==> src/hw/rtl/smc_pkg.sv <==
`timescale 1ns / 1ps
// ----------------------------------------------------------------------------
// smc_pkg
// Types and codes shared by the scalar core step block.
// ----------------------------------------------------------------------------
package smc_pkg;

	localparam logic [1:0] CMD_EXEC  = 2'd0;
	localparam logic [1:0] CMD_WRITE = 2'd1;
	localparam logic [1:0] CMD_READ  = 2'd2;
	localparam logic [1:0] CMD_START = 2'd3;

	localparam logic [7:0] CFG_SSTEP = 8'd0;
	localparam logic [7:0] CFG_IRQ   = 8'd1;

	localparam logic [5:0] OP_SPECIAL = 6'h00;
	localparam logic [5:0] OP_REGIMM  = 6'h01;
	localparam logic [5:0] OP_J       = 6'h02;
	localparam logic [5:0] OP_JAL     = 6'h03;
	localparam logic [5:0] OP_BEQ     = 6'h04;
	localparam logic [5:0] OP_BNE     = 6'h05;
	localparam logic [5:0] OP_BLEZ    = 6'h06;
	localparam logic [5:0] OP_BGTZ    = 6'h07;
	localparam logic [5:0] OP_ADDI    = 6'h08;
	localparam logic [5:0] OP_ADDIU   = 6'h09;
	localparam logic [5:0] OP_SLTI    = 6'h0A;
	localparam logic [5:0] OP_SLTIU   = 6'h0B;
	localparam logic [5:0] OP_ANDI    = 6'h0C;
	localparam logic [5:0] OP_ORI     = 6'h0D;
	localparam logic [5:0] OP_XORI    = 6'h0E;
	localparam logic [5:0] OP_LUI     = 6'h0F;
	localparam logic [5:0] OP_LB      = 6'h20;
	localparam logic [5:0] OP_LH      = 6'h21;
	localparam logic [5:0] OP_LW      = 6'h23;
	localparam logic [5:0] OP_LBU     = 6'h24;
	localparam logic [5:0] OP_LHU     = 6'h25;
	localparam logic [5:0] OP_SB      = 6'h28;
	localparam logic [5:0] OP_SH      = 6'h29;
	localparam logic [5:0] OP_SW      = 6'h2B;

	localparam logic [5:0] FN_SLL  = 6'h00;
	localparam logic [5:0] FN_SRL  = 6'h02;
	localparam logic [5:0] FN_SRA  = 6'h03;
	localparam logic [5:0] FN_SLLV = 6'h04;
	localparam logic [5:0] FN_SRLV = 6'h06;
	localparam logic [5:0] FN_SRAV = 6'h07;
	localparam logic [5:0] FN_JR   = 6'h08;
	localparam logic [5:0] FN_JALR = 6'h09;
	localparam logic [5:0] FN_BRK  = 6'h0D;
	localparam logic [5:0] FN_ADD  = 6'h20;
	localparam logic [5:0] FN_ADDU = 6'h21;
	localparam logic [5:0] FN_SUB  = 6'h22;
	localparam logic [5:0] FN_SUBU = 6'h23;
	localparam logic [5:0] FN_AND  = 6'h24;
	localparam logic [5:0] FN_OR   = 6'h25;
	localparam logic [5:0] FN_XOR  = 6'h26;
	localparam logic [5:0] FN_NOR  = 6'h27;
	localparam logic [5:0] FN_SLT  = 6'h2A;
	localparam logic [5:0] FN_SLTU = 6'h2B;

	localparam logic [4:0] RI_BLTZ   = 5'h00;
	localparam logic [4:0] RI_BGEZ   = 5'h01;
	localparam logic [4:0] RI_BLTZAL = 5'h10;
	localparam logic [4:0] RI_BGEZAL = 5'h11;

	localparam logic [4:0] LINK_REG = 5'd31;

	localparam logic [1:0] SZ_B = 2'd0;
	localparam logic [1:0] SZ_H = 2'd1;
	localparam logic [1:0] SZ_W = 2'd2;

	typedef struct packed {
		logic [1:0]  cmd;
		logic [31:0] instr_word;
		logic [11:0] host_addr;
		logic [31:0] host_wdata;
	} in_item_t;

	typedef struct packed {
		logic [11:0] exec_pc;
		logic [11:0] fetch_pc;
		logic        reg_written;
		logic [4:0]  reg_index;
		logic [31:0] reg_value;
		logic [31:0] read_word;
		logic        is_halted;
		logic        is_broke;
		logic        raise_interrupt;
		logic        unknown_op;
	} out_item_t;

	typedef struct packed {
		logic       is_load;
		logic [4:0] rs;
		logic [4:0] rt;
	} cls_t;

	typedef struct packed {
		in_item_t item;
		cls_t     cls;
	} q_item_t;

	typedef struct packed {
		logic step_halt;
		logic irq_on_break;
	} cfg_t;

endpackage

==> src/hw/rtl/smc_front.sv <==
`timescale 1ns / 1ps
// ----------------------------------------------------------------------------
// smc_front
// Accepts items, classifies them and holds them in a two-entry queue.
// ----------------------------------------------------------------------------
module smc_front (
	input  logic               clk,
	input  logic               arst_n,
	input  logic               in_valid,
	output logic               in_stall,
	input  smc_pkg::in_item_t  in_data,
	input  logic               busy,
	output logic               head_v,
	output smc_pkg::q_item_t   head,
	input  logic               pop
);

	smc_pkg::q_item_t ent_q [2];
	logic             wp_q, rp_q;
	logic [1:0]       cnt_q;
	smc_pkg::q_item_t nw;
	logic             push;
	logic [5:0]       op;

	always_comb begin
		op = in_data.instr_word[31:26];
		nw.item = in_data;
		nw.cls.rs = in_data.instr_word[25:21];
		nw.cls.rt = in_data.instr_word[20:16];
		case (op) inside
			smc_pkg::OP_LB, smc_pkg::OP_LH, smc_pkg::OP_LW,
			smc_pkg::OP_LBU, smc_pkg::OP_LHU: nw.cls.is_load = 1'b1;
			default: nw.cls.is_load = 1'b0;
		endcase
	end

	assign in_stall = cnt_q[1] || busy;
	assign push = in_valid && !in_stall;
	assign head_v = cnt_q != 2'd0;
	assign head = ent_q[rp_q];

	always_ff @(posedge clk) begin
		if (push) begin
			ent_q[wp_q] <= nw;
		end
	end

	always_ff @(posedge clk or negedge arst_n) begin
		if (!arst_n) begin
			wp_q <= 1'b0;
			rp_q <= 1'b0;
			cnt_q <= 2'd0;
		end else begin
			if (push) begin
				wp_q <= !wp_q;
			end
			if (pop) begin
				rp_q <= !rp_q;
			end
			cnt_q <= cnt_q + {1'b0, push} - {1'b0, pop};
		end
	end

endmodule

==> config.mk <==
export PLATFORM = sky130hd
export DESIGN_NAME = smc_front
export DESIGN_NICKNAME = d
export VERILOG_FILES = /design/src/hw/rtl/smc_pkg.sv /design/src/hw/rtl/smc_front.sv
export SDC_FILE = /design/constraint.sdc
export NUM_CORES = 1
export LEC_CHECK = 0
export ABC_AREA = 1
export BUFFER_PORTS_ARGS = -buffer_cell sky130_fd_sc_hd__buf_4
export CORE_MARGIN = 4
export CORE_UTILIZATION = 35
export DETAILED_ROUTE_END_ITERATION = 10
export PLACE_DENSITY = 0.59
export SYNTH_ARGS = -nofsm -noshare
export SYNTH_HDL_FRONTEND = slang
export SYNTH_SLANG_ARGS = --single-unit
==> constraint.sdc <==
create_clock -name clk -period 4.7 [get_ports clk]
set_input_delay 0.47 -clock clk [delete_from_list [all_inputs] [get_ports clk]]
set_output_delay 0.47 -clock clk [all_outputs]
set_load 0.05 [all_outputs]
==> impl_metrics.csv <==
group,metric,value,unit
setup_path,crit_fanout,93,
synthesis,netlist_instances,454,
routing,vias,3711,
synthesis,synth.area.mux_share,0,%
synthesis,synthesis.nets,539,
job,maxCapViolations,0,
sta,period_needed,2520,ps
sta,rsz0062_at_grt,"false",
setup_path,cp_cell_sequence,"buf_4, o21ai_0, buf_4",
synthesis,yosys.area_share.adder,0.407,%
power,clock_power_share,24.2,%
routing,ant_nets,0,
routing,drcViolationCount,0,
setup_path,critPathLaunchType,"flip-flop",
global_route,grt_util_all_layers,12.2,%
synthesis,synth_xor_area_share,0.142,%
cts,clock-sinks,162,
floorplan,io_pins,174,
floorplan,placementRows,48,
power,power_frac_seq,31.9,%
synthesis,ys.warnings.count,0,
layout,area_growth,33.2,%
setup_path,cpLargestDelayFamily,"buffers and inverters",
synthesis,syn_avg_cell_area,13.5,um2
cts,cts_tree,"built",
synthesis,yosys.area_share.simple,5.88,%
synthesis,synth_edf_count,158,
global_route,grt_max_degree,94,
sta,fin_skew,5.86,ps
synthesis,synth-async-reset-ratio,2.47,%
synthesis,ys_top_cells_by_area,"edfxtp_1 (77%), o21ai_0 (6.4%), nand2_1 (5.4%)",
power,p_switching,2430,uW
sta,hold_violations,0,
cts,cts_buffer_depth,2,
routing,vias_per_cell,4.31,
synthesis,synth_top_area_share,77.2,%
sta,worst_slew_pin_slew,1090,ps
routing,drtIter0Drc,244,
placement,dp_hpwl,7880,um
setup_path,end_kind,"output port",
layout,stdcell_count,862,
sta,max_slew_margin,27.3,%
floorplan,design.core.area,17200,um2
sta,slew_viol_final,0,
placement,placed_cells,829,
placement,globalplace.congestion,0.749,
floorplan,start_util,35.7,%
synthesis,synth_flop_cell,"edfxtp_1",
setup_path,crit_type,"flip-flop to output port",
layout,antenna_cells,0,
power,switching_share,43.1,%
cts,insertion_delay,410,ps
global_route,grt_overflow,0,
routing,drt_first_pass_iters,4,
floorplan,die_w,141,um
routing,routedWlPerCell,13.8,um
cts,postCtsSetupBuffers,0,
power,p_int,3220,uW
global_route,grt_pass1_vias,3766,
cts,clk_pin_slew,60,ps
power,p_per_area,690,nW/um2
power,combPwrFrac,43.8,%
cts,cts_root_buffer,"clkbuf_16",
sta,fin_crit_sh,53.6,%
floorplan,dieArea,19700,um2
setup_path,critical_path.slowest_cell,"buf_4",
cts,numCtsBuffers,17,
hold_path,hold_path_class,"input pin to flip-flop",
power,leakagePower,0.00344,uW
routing,finalWirelength,11900,um
placement,port_buffers,173,
synthesis,yosysSeqAreaShare,78.8,%
cts,cts_max_level,4,
setup_path,crit_buf_inv,2,
setup_path,cpPeakStageDelay,580,ps
global_route,grt_first_pass_wirelength,18700,um
power,irDropWorstVdd,0.457,mV
synthesis,ys_ff_latch,162,
status,status,"complete, no violations",
synthesis,synth_area_leader_cell,"edfxtp_1",
sta,fmax,0.397,GHz
layout,drive_gt1_share,33.1,%
synthesis,synth.distinct_cells,14,
synthesis,synth_top_family_by_area,"buffers and inverters",
setup_path,cpMostUsedCell,"buf_4",
synthesis,syn_area,6150,um2
setup_path,required,4230,ps
synthesis,synth_compound_area_share,6.51,%
sta,setup_viol,0,
layout,nFillCells,1522,
sta,setup_tns,0,ps
layout,nets,709,
setup_path,worstPathArrival,2050,ps
floorplan,fp.dieH,141,um
global_route,grt_antenna_before_repair,0,
[registers in the layout (all words and copies together) (netlist names)]
signal and cells:
cnt_q 2, ent_q 158, rp_q 1, wp_q 1
[per-layer routing]
layer	routed length (um)	global-route usage, %
met5	0	0
met4	225	5.61
met3	916	4.20
met2	5750	19.6
met1	5020	14.7
[per-stage QoR]
| step | cell area, um2 | util [%] | total power (uW) | setup WS [ps] | hold slack, ps |
|---|---|---|---|---|---|
| 6_report | 8190 | 47.5 | 5650 | 2180 | 236 |
| 5_1_grt | 8190 | 47.5 | 5910 | 2010 | 211 |
| 4_1_cts | 8190 | 47.5 | 5730 | 2160 | 213 |
| 3_5_place_dp | 7590 | 44.0 | 4350 | 2200 | 271 |
| 3_3_place_gp | 7590 | 44.0 | 4320 | 2250 | 269 |
| 2_1_floorplan | 6150 | - | 3670 | 156 | 174 |
[power by group through the flow]
stage | logic, uW | registers (uW) | clock network (uW)
final | 2480 | 1810 | 1370
after global routing | 2630 | 1820 | 1470
after CTS | 2510 | 1810 | 1400
after detailed placement | 2510 | 1840 | 0
after global placement | 2490 | 1830 | 0
after floorplan | 1830 | 1840 | 0
[worst register-to-register path: stages, from the launching register on]
cell      delay [ps]
dfrtp_1          410
nor2_1           170
nand3_1          140
clkinv_2         640
buf_4            560
[layout by cell type (no fill, tap or decap), drive strengths merged]
| cell | n |
|---|---|
| nor2 | 3 |
| clkbuf | 18 |
| clkinv | 9 |
| inv | 88 |
| nand2 | 89 |
| edfxtp | 158 |
| buf | 177 |
| dfrtp | 4 |
| ha | 2 |
| clkinvlp | 1 |
| bufinv | 3 |
| or2 | 1 |
| o21ai | 79 |
| nand3 | 2 |
| dlygate4sd3 | 1 |
| a21oi | 1 |
| xor2 | 1 |
[cell usage after synthesis (all sizes together), types with 2 or more instances]
cell type / count
nand2: 89
inv: 87
nand3: 2
o21ai: 79
dfrtp: 4
nor2: 3
clkbuf: 4
edfxtp: 158
buf: 23
ha: 2
[cell families (layout without fill, tap and decap cells)]
family / Yosys count / in the layout
adders and majority gates: 2 / 2
DFF: 162 / 162
xor gates and xnor gates: 1 / 1
AOI/OAI and AO/OA: 80 / 80
buffers and inverters: 114 / 297
and+or+nand+nor: 95 / 95
[timing repair]
| item | CTS | global route |
|---|---|---|
| resized for setup | 0 | 0 |
| hold endpoints to repair | 4 | 0 |
| hold buffers | 1 | 0 |
[path summary, 6_finish.rpt]
check	startpoint	end	slack (ps)	depth (start not counted)
min reg2reg	wp_q$_DFFE_PN0P_	wp_q$_DFFE_PN0P_	500	2
min	in_data[28]	ent_q[0][39]$_DFFE_PP_	240	1
max reg2reg	cnt_q[1]$_DFF_PN0_	ent_q[0][65]$_DFFE_PP_	2430	4
max in group asynchronous	arst_n	rp_q$_DFFE_PN0P_	4200	2
min in group asynchronous	arst_n	wp_q$_DFFE_PN0P_	390	2
max	rp_q$_DFFE_PN0P_	head[5]	2180	3
[cell type report]
class / count / area (um2) / area share (%)
sequential: 162 / 4850 / 59.2
timing repair buffer: 178 / 1340 / 16.3
multi-input combinational: 178 / 803 / 9.81
clock buffer: 18 / 429 / 5.24
inverter: 87 / 328 / 4.00
tap: 225 / 282 / 3.44
clock inverter: 14 / 161 / 1.97
Note: power is estimated with default switching activity, not from simulation.
